`config.mk`:
```
export PLATFORM = sky130hd
export DESIGN_NAME = projection_profile_grid_segmenter
export DESIGN_NICKNAME = d
export VERILOG_FILES = /design/src/rtl/ppgs_pkg.sv /design/src/rtl/projection_profile_grid_segmenter.sv /design/src/rtl/ppgs_ram.sv /design/src/rtl/ppgs_ctrl.sv /design/src/rtl/ppgs_dp.sv
export SDC_FILE = /design/constraint.sdc
export NUM_CORES = 2
export LEC_CHECK = 0
export ABC_AREA = 1
export ABC_CLOCK_PERIOD_IN_PS = 6020
export BUFFER_PORTS_ARGS = -buffer_cell sky130_fd_sc_hd__buf_2
export CELL_PAD_IN_SITES_DETAIL_PLACEMENT = 1
export CELL_PAD_IN_SITES_GLOBAL_PLACEMENT = 1
export CORE_MARGIN = 3
export CORE_UTILIZATION = 35
export CTS_BUF_LIST = sky130_fd_sc_hd__clkbuf_2
export DETAILED_ROUTE_END_ITERATION = 8
export PLACE_DENSITY = 0.66
export SYNTH_ARGS = -nofsm -noshare
export SYNTH_HDL_FRONTEND = slang
export SYNTH_SLANG_ARGS = --single-unit
```
`constraint.sdc`:
```
create_clock -name clk -period 6.02 [get_ports clk]
set_input_delay 0.301 -clock clk [delete_from_list [all_inputs] [get_ports clk]]
set_output_delay 0.301 -clock clk [all_outputs]
set_load 0.01 [all_outputs]
```
`src/rtl/ppgs_pkg.sv`:
```
`timescale 1ns / 1ps
// ----------------------------------------------------------------------------
// Projection profile grid segmenter package
// Sizes, register indexes, result kinds and the controller/datapath
// command and status types.
// ----------------------------------------------------------------------------
package ppgs_pkg;

	localparam int MAX_WIDTH  = 1024;
	localparam int MAX_HEIGHT = 1024;
	localparam int MAX_BANDS  = 32;

	localparam int W_C     = 10;
	localparam int W_WHITE = 8;
	localparam int W_CNT   = 6;
	localparam int W_KIND  = 2;
	localparam int W_CHAN  = 8;
	localparam int W_IDX   = 3;

	localparam int W_PX   = $clog2(MAX_WIDTH) + 1;
	localparam int W_PY   = $clog2(MAX_HEIGHT) + 1;
	localparam int W_MAXP = (W_PX > W_PY) ? W_PX : W_PY;
	localparam int W_SP   = ((W_MAXP > W_C + 1) ? W_MAXP : W_C + 1) + 1;

	localparam int AW     = $clog2(MAX_WIDTH);
	localparam int WALK_N = (MAX_WIDTH > (1 << W_C)) ? MAX_WIDTH : (1 << W_C);
	localparam int W_XW   = $clog2(WALK_N);
	localparam int W_WK   = W_XW + 1;

	localparam int W_S_DATA   = 3 * W_CHAN;
	localparam int W_OUT_BITS = 2 * W_C + 2 * W_CNT + 1;
	localparam int W_M_DATA   = ((W_OUT_BITS + 7) / 8) * 8;

	localparam logic [W_IDX-1:0] REG_LEFT   = 3'd0;
	localparam logic [W_IDX-1:0] REG_RIGHT  = 3'd1;
	localparam logic [W_IDX-1:0] REG_TOP    = 3'd2;
	localparam logic [W_IDX-1:0] REG_BOTTOM = 3'd3;
	localparam logic [W_IDX-1:0] REG_MX     = 3'd4;
	localparam logic [W_IDX-1:0] REG_MY     = 3'd5;
	localparam logic [W_IDX-1:0] REG_WHITE  = 3'd6;

	localparam logic [W_C-1:0]     RST_LEFT   = 10'd0;
	localparam logic [W_C-1:0]     RST_RIGHT  = 10'd1023;
	localparam logic [W_C-1:0]     RST_TOP    = 10'd0;
	localparam logic [W_C-1:0]     RST_BOTTOM = 10'd1023;
	localparam logic [W_C-1:0]     RST_MARGIN = 10'd15;
	localparam logic [W_WHITE-1:0] RST_WHITE  = 8'd200;

	localparam logic [W_KIND-1:0] KIND_ROW = 2'd0;
	localparam logic [W_KIND-1:0] KIND_COL = 2'd1;
	localparam logic [W_KIND-1:0] KIND_SUM = 2'd2;

	typedef struct packed {
		logic accept;
		logic clear_step;
		logic walk_step;
		logic cnt_reset;
		logic close_row;
		logic close_col;
		logic summary;
	} ppgs_cmd_t;

	typedef struct packed {
		logic out_free;
		logic depth_end;
		logic walk_end;
		logic walk_busy;
	} ppgs_sts_t;

endpackage

```
`src/rtl/projection_profile_grid_segmenter.sv`:
```
`timescale 1ns / 1ps
// ----------------------------------------------------------------------------
// Projection profile grid segmenter
// Finds inked row and column bands of a grid region in an RGB raster frame.
// ----------------------------------------------------------------------------
// Pixels are taken one per clock while the output register is free; a result
// that is not yet taken holds off all pixel intake until it is taken. A row
// band is reported at the end of the row that closes it. At the last pixel of
// a frame the block stops taking pixels and walks the column flag memory, one
// column per clock through its single read port while the output register is
// free. Column bands follow in order, then a summary transaction with tlast
// set. After reset a clearing pass sets every column flag before the first
// pixel is taken; configuration writes are taken at any time and should be
// made while idle.
module projection_profile_grid_segmenter
	import ppgs_pkg::*;
(
	input  logic                clk,
	input  logic                arst_n,
	input  logic                cfg_we,
	input  logic [W_IDX-1:0]    cfg_index,
	input  logic [W_C-1:0]      cfg_data,
	input  logic                s_tvalid,
	output logic                s_tready,
	input  logic [W_S_DATA-1:0] s_tdata,   // red, green, blue
	input  logic                s_tuser,   // row_end
	input  logic                s_tlast,
	output logic                m_tvalid,
	input  logic                m_tready,
	output logic [W_M_DATA-1:0] m_tdata,   // band_start, band_end, row_count,
	                                       // column_count, overflow
	output logic [W_KIND-1:0]   m_tuser,   // kind
	output logic                m_tlast
);

	ppgs_cmd_t cmd;
	ppgs_sts_t sts;

	ppgs_ctrl u_ctrl (
		.clk      (clk),
		.arst_n   (arst_n),
		.s_tvalid (s_tvalid),
		.s_tlast  (s_tlast),
		.s_tready (s_tready),
		.sts      (sts),
		.cmd      (cmd)
	);

	ppgs_dp u_dp (
		.clk       (clk),
		.arst_n    (arst_n),
		.cfg_we    (cfg_we),
		.cfg_index (cfg_index),
		.cfg_data  (cfg_data),
		.s_tdata   (s_tdata),
		.s_tuser   (s_tuser),
		.s_tlast   (s_tlast),
		.m_tvalid  (m_tvalid),
		.m_tready  (m_tready),
		.m_tdata   (m_tdata),
		.m_tuser   (m_tuser),
		.m_tlast   (m_tlast),
		.cmd       (cmd),
		.sts       (sts)
	);

endmodule

```
`src/rtl/ppgs_ram.sv`:
```
`timescale 1ns / 1ps
// ----------------------------------------------------------------------------
// Generic simple dual-port RAM
// One write port and one read port with registered, read-first data.
// ----------------------------------------------------------------------------
module ppgs_ram #(
	parameter int WIDTH = 1,
	parameter int DEPTH = 2,
	localparam int AW = $clog2(DEPTH)
) (
	input  logic             clk,
	input  logic             we,
	input  logic [AW-1:0]    waddr,
	input  logic [WIDTH-1:0] wdata,
	input  logic             re,
	input  logic [AW-1:0]    raddr,
	output logic [WIDTH-1:0] rdata
);

	logic [WIDTH-1:0] mem_q [DEPTH];

	always_ff @(posedge clk) begin
		if (we) begin
			mem_q[waddr] <= wdata;
		end
	end

	always_ff @(posedge clk) begin
		if (re) begin
			rdata <= mem_q[raddr];
		end
	end

endmodule

```
`src/rtl/ppgs_ctrl.sv`:
```
`timescale 1ns / 1ps
// ----------------------------------------------------------------------------
// Projection profile grid segmenter controller
// Sequences the flag clearing pass, pixel intake and the frame-end steps.
// ----------------------------------------------------------------------------
module ppgs_ctrl
	import ppgs_pkg::*;
(
	input  logic       clk,
	input  logic       arst_n,
	input  logic       s_tvalid,
	input  logic       s_tlast,
	output logic       s_tready,
	input  ppgs_sts_t  sts,
	output ppgs_cmd_t  cmd
);

	localparam logic [2:0] ST_CLR   = 3'd0;
	localparam logic [2:0] ST_RUN   = 3'd1;
	localparam logic [2:0] ST_CLOSE = 3'd2;
	localparam logic [2:0] ST_WALK  = 3'd3;
	localparam logic [2:0] ST_FIN   = 3'd4;
	localparam logic [2:0] ST_SUM   = 3'd5;

	logic [2:0] state_q;
	logic [2:0] state_d;

	always_comb begin
		cmd      = '0;
		state_d  = state_q;
		s_tready = 1'b0;
		case (state_q)
			ST_CLR: begin
				if (sts.depth_end) begin
					cmd.cnt_reset = 1'b1;
					state_d       = ST_RUN;
				end else begin
					cmd.clear_step = 1'b1;
				end
			end
			ST_RUN: begin
				s_tready   = sts.out_free;
				cmd.accept = s_tvalid && sts.out_free;
				if (cmd.accept && s_tlast) begin
					state_d = ST_CLOSE;
				end
			end
			ST_CLOSE: begin
				if (sts.out_free) begin
					cmd.close_row = 1'b1;
					state_d       = ST_WALK;
				end
			end
			ST_WALK: begin
				if (sts.walk_end && !sts.walk_busy) begin
					cmd.cnt_reset = 1'b1;
					state_d       = ST_FIN;
				end else if (sts.out_free) begin
					cmd.walk_step = 1'b1;
				end
			end
			ST_FIN: begin
				if (sts.out_free) begin
					cmd.close_col = 1'b1;
					state_d       = ST_SUM;
				end
			end
			ST_SUM: begin
				if (sts.out_free) begin
					cmd.summary = 1'b1;
					state_d     = ST_RUN;
				end
			end
			default: begin
				state_d = ST_CLR;
			end
		endcase
	end

	always_ff @(posedge clk or negedge arst_n) begin
		if (!arst_n) begin
			state_q <= ST_CLR;
		end else begin
			state_q <= state_d;
		end
	end

`ifndef SYNTH
	a_cmd_needs_room: assert property (@(posedge clk) disable iff (!arst_n)
		(cmd.accept || cmd.walk_step || cmd.close_row || cmd.close_col || cmd.summary)
		|-> sts.out_free)
		else $error("Command issued while the output register is blocked.");

	a_sum_returns: assert property (@(posedge clk) disable iff (!arst_n)
		cmd.summary |=> (state_q == ST_RUN))
		else $error("Summary did not return the controller to pixel intake.");

	a_walk_exit: assert property (@(posedge clk) disable iff (!arst_n)
		(state_q == ST_WALK && sts.walk_end && !sts.walk_busy) |=> (state_q == ST_FIN))
		else $error("Column walk did not finish into the closing step.");
`endif

endmodule

```
`src/rtl/ppgs_dp.sv`:
```
`timescale 1ns / 1ps
// ----------------------------------------------------------------------------
// Projection profile grid segmenter datapath
// Configuration registers, row profile, column flag memory, band tracking
// and the output register.
// ----------------------------------------------------------------------------
module ppgs_dp
	import ppgs_pkg::*;
(
	input  logic                clk,
	input  logic                arst_n,
	input  logic                cfg_we,
	input  logic [W_IDX-1:0]    cfg_index,
	input  logic [W_C-1:0]      cfg_data,
	input  logic [W_S_DATA-1:0] s_tdata,
	input  logic                s_tuser,
	input  logic                s_tlast,
	output logic                m_tvalid,
	input  logic                m_tready,
	output logic [W_M_DATA-1:0] m_tdata,
	output logic [W_KIND-1:0]   m_tuser,
	output logic                m_tlast,
	input  ppgs_cmd_t           cmd,
	output ppgs_sts_t           sts
);

	logic [W_C-1:0]     left_q, right_q, top_q, bottom_q, mx_q, my_q;
	logic [W_WHITE-1:0] white_q;

	logic [W_PX-1:0] px_q;
	logic [W_PY-1:0] py_q;
	logic            row_aw_q;
	logic            in_band_q;
	logic [W_C-1:0]  band_start_q;
	logic [W_CNT-1:0] row_seen_q;
	logic            ovf_q;
	logic            open_q;
	logic [W_C-1:0]  col_start_q;
	logic [W_CNT-1:0] cols_q;

	logic [W_WK-1:0] cnt_q;
	logic            vld_s1;
	logic [W_XW-1:0] x_s1;
	logic            beyond_s1;

	logic             out_vld_q;
	logic [W_KIND-1:0] kind_q;
	logic [W_C-1:0]   start_q, end_q;
	logic [W_CNT-1:0] rc_q, cc_q;
	logic             ov_q, last_q;

	logic signed [W_SP-1:0] rlo, rhi, clo, chi, px_s, py_s, x_s, left_s, right_s;
	logic signed [W_SP-1:0] top_s, bottom_s;
	logic [W_CHAN-1:0] red, green, blue;
	logic white, in_img, hit_row, hit_col, row_span, col_span;
	logic row_end, row_valid, y_in, row_blank;
	logic row_open, row_close, close_forced, row_evt, rows_full, row_emit;
	logic [W_C-1:0] row_end_val;
	logic col_in, step_act, flag_s1, col_blank, col_open_evt, col_close_evt;
	logic cols_full, col_emit;
	logic [W_C-1:0] col_end_val;
	logic cnt_in_mem, cnt_in_walk, issue;
	logic ram_we, ram_wdata, ram_re, ram_rdata;
	logic [AW-1:0] ram_waddr;

	assign red   = s_tdata[W_CHAN-1:0];
	assign green = s_tdata[2*W_CHAN-1:W_CHAN];
	assign blue  = s_tdata[3*W_CHAN-1:2*W_CHAN];

	assign left_s   = $signed(W_SP'(left_q));
	assign right_s  = $signed(W_SP'(right_q));
	assign top_s    = $signed(W_SP'(top_q));
	assign bottom_s = $signed(W_SP'(bottom_q));
	assign rlo  = left_s + $signed(W_SP'(mx_q));
	assign rhi  = right_s - $signed(W_SP'(mx_q));
	assign clo  = top_s + $signed(W_SP'(my_q));
	assign chi  = bottom_s - $signed(W_SP'(my_q));
	assign px_s = $signed(W_SP'(px_q));
	assign py_s = $signed(W_SP'(py_q));
	assign x_s  = $signed(W_SP'(x_s1));

	assign row_span = rlo < rhi;
	assign col_span = clo < chi;

	assign white   = (red >= white_q) && (green >= white_q) && (blue >= white_q);
	assign in_img  = (px_q < W_PX'(MAX_WIDTH)) && (py_q < W_PY'(MAX_HEIGHT));
	assign hit_row = in_img && !white && (px_s >= rlo) && (px_s < rhi);
	assign hit_col = in_img && !white && (py_s >= clo) && (py_s < chi);

	// Row decision at the last pixel of a row.
	assign row_end      = s_tuser || s_tlast;
	assign row_valid    = py_q < W_PY'(MAX_HEIGHT);
	assign y_in         = (py_s > top_s) && (py_s < bottom_s);
	assign row_blank    = row_span && row_aw_q && !hit_row;
	assign row_open     = cmd.accept && row_end && row_valid && y_in && !row_blank
		&& !in_band_q;
	assign row_close    = cmd.accept && row_end && row_valid && y_in && row_blank
		&& in_band_q;
	assign close_forced = cmd.close_row && in_band_q;
	assign row_evt      = row_close || close_forced;
	assign rows_full    = row_seen_q >= W_CNT'(MAX_BANDS);
	assign row_emit     = row_evt && !rows_full;
	assign row_end_val  = row_close ? W_C'(py_q) : bottom_q;

	// Column decision for the flag read in the previous walk step.
	assign col_in        = (x_s > left_s) && (x_s < right_s);
	assign step_act      = cmd.walk_step && vld_s1 && col_in;
	assign flag_s1       = beyond_s1 || ram_rdata;
	assign col_blank     = col_span && flag_s1;
	assign col_open_evt  = step_act && !col_blank && !open_q;
	assign col_close_evt = (step_act && col_blank && open_q) || (cmd.close_col && open_q);
	assign cols_full     = cols_q >= W_CNT'(MAX_BANDS);
	assign col_emit      = col_close_evt && !cols_full;
	assign col_end_val   = cmd.close_col ? right_q : W_C'(x_s1);

	assign cnt_in_mem  = cnt_q < W_WK'(MAX_WIDTH);
	assign cnt_in_walk = cnt_q < W_WK'(WALK_N);
	assign issue       = cmd.walk_step && cnt_in_walk;

	always_comb begin
		if (cmd.accept) begin
			ram_we    = hit_col;
			ram_waddr = px_q[AW-1:0];
			ram_wdata = 1'b0;
		end else begin
			ram_we    = cmd.clear_step || (issue && cnt_in_mem);
			ram_waddr = cnt_q[AW-1:0];
			ram_wdata = 1'b1;
		end
	end
	assign ram_re = issue && cnt_in_mem;

	ppgs_ram #(
		.WIDTH (1),
		.DEPTH (MAX_WIDTH)
	) u_col_flags (
		.clk   (clk),
		.we    (ram_we),
		.waddr (ram_waddr),
		.wdata (ram_wdata),
		.re    (ram_re),
		.raddr (cnt_q[AW-1:0]),
		.rdata (ram_rdata)
	);

	always_ff @(posedge clk or negedge arst_n) begin
		if (!arst_n) begin
			left_q   <= RST_LEFT;
			right_q  <= RST_RIGHT;
			top_q    <= RST_TOP;
			bottom_q <= RST_BOTTOM;
			mx_q     <= RST_MARGIN;
			my_q     <= RST_MARGIN;
			white_q  <= RST_WHITE;
		end else if (cfg_we) begin
			case (cfg_index)
				REG_LEFT:   left_q   <= cfg_data;
				REG_RIGHT:  right_q  <= cfg_data;
				REG_TOP:    top_q    <= cfg_data;
				REG_BOTTOM: bottom_q <= cfg_data;
				REG_MX:     mx_q     <= cfg_data;
				REG_MY:     my_q     <= cfg_data;
				REG_WHITE:  white_q  <= cfg_data[W_WHITE-1:0];
				default: begin
				end
			endcase
		end
	end

	always_ff @(posedge clk or negedge arst_n) begin
		if (!arst_n) begin
			px_q         <= '0;
			py_q         <= '0;
			row_aw_q     <= 1'b1;
			in_band_q    <= 1'b0;
			band_start_q <= '0;
			row_seen_q   <= '0;
			ovf_q        <= 1'b0;
			open_q       <= 1'b0;
			col_start_q  <= '0;
			cols_q       <= '0;
		end else begin
			if (cmd.accept) begin
				if (s_tlast) begin
					px_q     <= '0;
					py_q     <= '0;
					row_aw_q <= 1'b1;
				end else if (s_tuser) begin
					if (row_valid) begin
						py_q <= py_q + W_PY'(1);
					end
					px_q     <= '0;
					row_aw_q <= 1'b1;
				end else begin
					if (hit_row) begin
						row_aw_q <= 1'b0;
					end
					if (px_q < W_PX'(MAX_WIDTH)) begin
						px_q <= px_q + W_PX'(1);
					end
				end
			end
			if (row_open) begin
				in_band_q    <= 1'b1;
				band_start_q <= W_C'(py_q - W_PY'(1));
			end else if (row_evt) begin
				in_band_q <= 1'b0;
			end
			if (row_emit) begin
				row_seen_q <= row_seen_q + W_CNT'(1);
			end
			if (col_open_evt) begin
				open_q      <= 1'b1;
				col_start_q <= W_C'(x_s1 - W_XW'(1));
			end else if (col_close_evt) begin
				open_q <= 1'b0;
			end
			if (col_emit) begin
				cols_q <= cols_q + W_CNT'(1);
			end
			if ((row_evt && rows_full) || (col_close_evt && cols_full)) begin
				ovf_q <= 1'b1;
			end
			if (cmd.summary) begin
				in_band_q    <= 1'b0;
				band_start_q <= '0;
				row_seen_q   <= '0;
				ovf_q        <= 1'b0;
				open_q       <= 1'b0;
				col_start_q  <= '0;
				cols_q       <= '0;
			end
		end
	end

	always_ff @(posedge clk or negedge arst_n) begin
		if (!arst_n) begin
			cnt_q  <= '0;
			vld_s1 <= 1'b0;
		end else begin
			if (cmd.cnt_reset) begin
				cnt_q <= '0;
			end else if (cmd.clear_step || issue) begin
				cnt_q <= cnt_q + W_WK'(1);
			end
			if (cmd.walk_step) begin
				vld_s1 <= cnt_in_walk;
			end
		end
	end

	always_ff @(posedge clk) begin
		if (issue) begin
			x_s1      <= cnt_q[W_XW-1:0];
			beyond_s1 <= !cnt_in_mem;
		end
	end

	always_ff @(posedge clk or negedge arst_n) begin
		if (!arst_n) begin
			out_vld_q <= 1'b0;
		end else if (row_emit || col_emit || cmd.summary) begin
			out_vld_q <= 1'b1;
		end else if (m_tready) begin
			out_vld_q <= 1'b0;
		end
	end

	always_ff @(posedge clk) begin
		if (row_emit) begin
			kind_q  <= KIND_ROW;
			start_q <= band_start_q;
			end_q   <= row_end_val;
			rc_q    <= '0;
			cc_q    <= '0;
			ov_q    <= 1'b0;
			last_q  <= 1'b0;
		end else if (col_emit) begin
			kind_q  <= KIND_COL;
			start_q <= col_start_q;
			end_q   <= col_end_val;
			rc_q    <= '0;
			cc_q    <= '0;
			ov_q    <= 1'b0;
			last_q  <= 1'b0;
		end else if (cmd.summary) begin
			kind_q  <= KIND_SUM;
			start_q <= '0;
			end_q   <= '0;
			rc_q    <= row_seen_q;
			cc_q    <= cols_q;
			ov_q    <= ovf_q;
			last_q  <= 1'b1;
		end
	end

	assign m_tvalid = out_vld_q;
	assign m_tdata  = {{(W_M_DATA - W_OUT_BITS){1'b0}}, ov_q, cc_q, rc_q, end_q, start_q};
	assign m_tuser  = kind_q;
	assign m_tlast  = last_q;

	assign sts.out_free  = !out_vld_q || m_tready;
	assign sts.depth_end = !cnt_in_mem;
	assign sts.walk_end  = !cnt_in_walk;
	assign sts.walk_busy = vld_s1;

`ifndef SYNTH
	a_row_count_limit: assert property (@(posedge clk) disable iff (!arst_n)
		row_seen_q <= W_CNT'(MAX_BANDS))
		else $error("Row band count passed its limit.");

	a_col_count_limit: assert property (@(posedge clk) disable iff (!arst_n)
		cols_q <= W_CNT'(MAX_BANDS))
		else $error("Column band count passed its limit.");

	a_last_is_summary: assert property (@(posedge clk) disable iff (!arst_n)
		(out_vld_q && last_q) |-> (kind_q == KIND_SUM))
		else $error("Frame end marker on a result that is not the summary.");
`endif

endmodule
```
==> out/metrics.yaml <==
leakage_uw: 0.02522
setup_viol: 0
async_reset_ff_share_pct: 11.71
drtIter0Drc: 3440
holdCritPathClass: "in -> reg"
cts.clk_slew.worst_paths_ns: 0.09
grt_pass1_vias: 49152
hold_viol_final: 0
cts_made_buffers: 338
antenna_found_initial: 4
crit_type: "reg -> reg"
fin_tns_setup_ns: 0
power.density_mw_per_mm2: 410.7
drt-total-wl_um: 195800
die_height_um: 420.3
cts_buffer_depth: 4
fp.coreArea_mm2: 0.1700
first_pass_iters: 5
cts_num_sinks: 1213
min_period_ns: 5.435
cts-resized-gates: 0
r2r_start: "u_dp.white_q[3]"
io_buffers: 81
peakVddDrop_mv: 0.3235
insertion_delay_ns: 1.82
yosys.area.top_type: "edfxtp_1"
reg2reg_to: "u_dp.end_q[7]"
gp_congestion: 0.8522
grt_usage_pct: 21.97
avgSynthCellArea_um2: 9.057
finClkSkew_ns: 0.1921
status: "completed"
viasPerCell: 5.171
grt_setup_unrepaired: "false"
min_from: "s_tuser"
yosys_warnings: 0
syn-instance-count: 6634
grt_max_degree: 250
power.total_uw: 27240
drv_slew: 0
start_util_pct: 35.34
wl_per_cell_um: 21.17
slew_headroom_pct: 11.06
startpoint_type: "flop"
synth_edf_count: 1056
cts_tree: "built"
grt_pass1_wl_um: 296100
final_antenna_net_count: 0
syn2layout_area_growth_pct: 10.37
vias: 47830
netlist_area_mm2: 0.06008
place_hpwl_um: 113800
yosys.cell_types.count: 52
cts_root_buf: "clkbuf_2"
finalCritPeriodShare_pct: 90.29
seq_area_frac_synth_pct: 59.26
synth_flop_cell: "edfxtp_1"
cap_viol_max_count: 0
fin_nets: 7034
max_freq_ghz: 0.1840
gr-total-overflow: 0
die_w_um: 420.3
dieArea_mm2: 0.1767
path_max_fanout: 22
rows: 151
reg2reg_depth: 20
drive_gt1_share_pct: 11.84
synth.area.top_cells: "edfxtp_1 (53%), nor2_1 (11%), nand2_1 (7.8%), dfrtp_1 (4.6%), nand3_1 (3.7%)"
worst_slew_pin_slew_ns: 1.331
min_to: "u_dp.px_q[0]"
critPathCaptureType: "flop"
critical_path_arrival_ns: 6.83
min_delay_path_depth: 6
synth_top_area_share_pct: 52.78
h-tree-depth: 5
ys_ff_latch: 1213
ff2ff_setup_slack_ns: 0.58
io_pins: 89
drc: 0
cp.required_ns: 7.42
-- kinds of logic after synthesis --
logic type	Yosys count	synth area share, %
AO/OA/AOI/OAI	714	6.435
adder cells (fa/ha/maj)	173	3.653
other	1	0.006241
flip-flops	1213	59.26
XOR/XNOR	52	0.7580
buffers and inverters	921	6.158
multiplexers	6	0.09996
AND/OR/NAND/NOR	3554	23.63
-- flip-flops by register name (all words and copies together), names as in the netlist, 11 cells and up --
| signal | flops |
|---|---|
| u_dp.u_col_flags.mem_q | 1024 |
| u_dp.cnt_q | 11 |
| u_dp.px_q | 11 |
| u_dp.py_q | 11 |
-- worst max-delay path, stage by stage (launching register included) --
cell and delay [ns]:
dfstp_2 0.54, inv_1 0.08, ha_1 0.29, a21oi_1 0.14, dlygate4sd3_1 0.56, nand2_1 0.05, dlygate4sd3_1 0.56, nand2_1 0.06
dlygate4sd3_1 0.54, nand3_1 0.06, nand3_1 0.19, nand2_1 0.19, nor2_1 0.13, nand2_1 0.18, nand3_1 0.12, buf_4 0.24
nand2_2 0.16, nand2_2 0.39, inv_1 0.35, nand2_1 0.23, nand2_1 0.13
-- metrics by stage --
step / instance area, um2 / std cells / worst slack (ns) / hold WS, ns / util, %
6_report: 66320 / 9249 / 0.5848 / 0.2410 / 39.00
5_1_grt: 66310 / 9247 / 0.2400 / 0.08740 / 39.00
4_1_cts: 66290 / 9238 / 0.4822 / 0.003621 / 38.98
3_5_place_dp: 62850 / 8622 / 1.025 / 0.3240 / 36.96
3_3_place_gp: 62850 / 8622 / 0.9959 / 0.3204 / 36.96
2_1_floorplan: 60110 / 6640 / 0.9743 / 0.005409 / -
-- layout make-up --
| type | count | area, um2 |
|---|---|---|
| Antenna cell | 11 | 27.53 |
| Clock buffer | 486 | 2432 |
| Clock inverter | 57 | 261.5 |
| Fill cell | 20040 | 103700 |
| Inverter | 491 | 1861 |
| Multi-Input combinational cell | 4506 | 20870 |
| Sequential cell | 1213 | 35620 |
| Tap cell | 2218 | 2775 |
| Timing Repair Buffer | 267 | 2471 |
-- how the worst max path moves through the flow --
stage / slack [ns] / depth (start not counted) / startpoint / endpoint
global placement: 1.0 / 20 / u_dp.my_q[0] / u_dp.u_col_flags.mem_q[489]
detailed placement: 1.02 / 20 / u_dp.my_q[0] / u_dp.u_col_flags.mem_q[553]
finish: 0.58 / 20 / u_dp.white_q[3] / u_dp.end_q[7]
CTS: 0.48 / 20 / u_dp.white_q[3] / u_dp.end_q[7]
floorplan: 0.97 / 15 / u_dp.m_tvalid / u_dp.u_col_flags.mem_q[743]
global route: 0.24 / 20 / u_dp.white_q[3] / u_dp.end_q[7]
-- what timing repair did --
| action | in CTS | in global routing |
|---|---|---|
| endpoints found under the hold margin | 444 | 0 |
| setup endpoints to repair | 0 | 0 |
| hold buffers | 73 | 0 |
| setup buffers | 0 | 0 |
-- synth_stat cells (40+ instances only) --
master and count:
dfrtp_1 110, o21ai_0 445, xor2_1 40, buf_2 122, ha_1 169, edfxtp_1 1056, nand3_1 449, clkbuf_1 246
inv_1 473, nor2_1 1741, nand2_1 1252, a21oi_1 141, buf_1 42
-- routing by layer --
| metal | share of wire (%) | track usage, % | wire [um] |
|---|---|---|---|
| met1 | 44 | 28.64 | 85620 |
| met2 | 48 | 37.20 | 94670 |
| met3 | 5.0 | 3.458 | 9873 |
| met4 | 2.9 | 7.367 | 5606 |
| met5 | 0 | 0 | 0 |
-- power by group --
group          internal, uW  switching [uW]
combinational          3040            7910
sequential            10100             506
clock                  2160            3550
-- layout by cell type, fill, tap and decap left out, types with 17 or more instances in the layout --
cell type,instances
dfstp_2,32
nand2_2,35
nand3_1,449
dfrtp_1,106
buf_2,80
buf_12,37
xor2_1,40
a21oi_1,141
inv_1,470
o21ai_0,445
edfxtp_1,1056
buf_4,76
nand2_1,1233
o22ai_1,34
o211ai_1,34
clkbuf_2,486
inv_2,17
dlygate4sd3_1,72
clkinv_1,43
nor3_1,21
nor2_1,1740
ha_1,169
nand4_1,30
No activity file was read; power rests on OpenSTA's default activity.
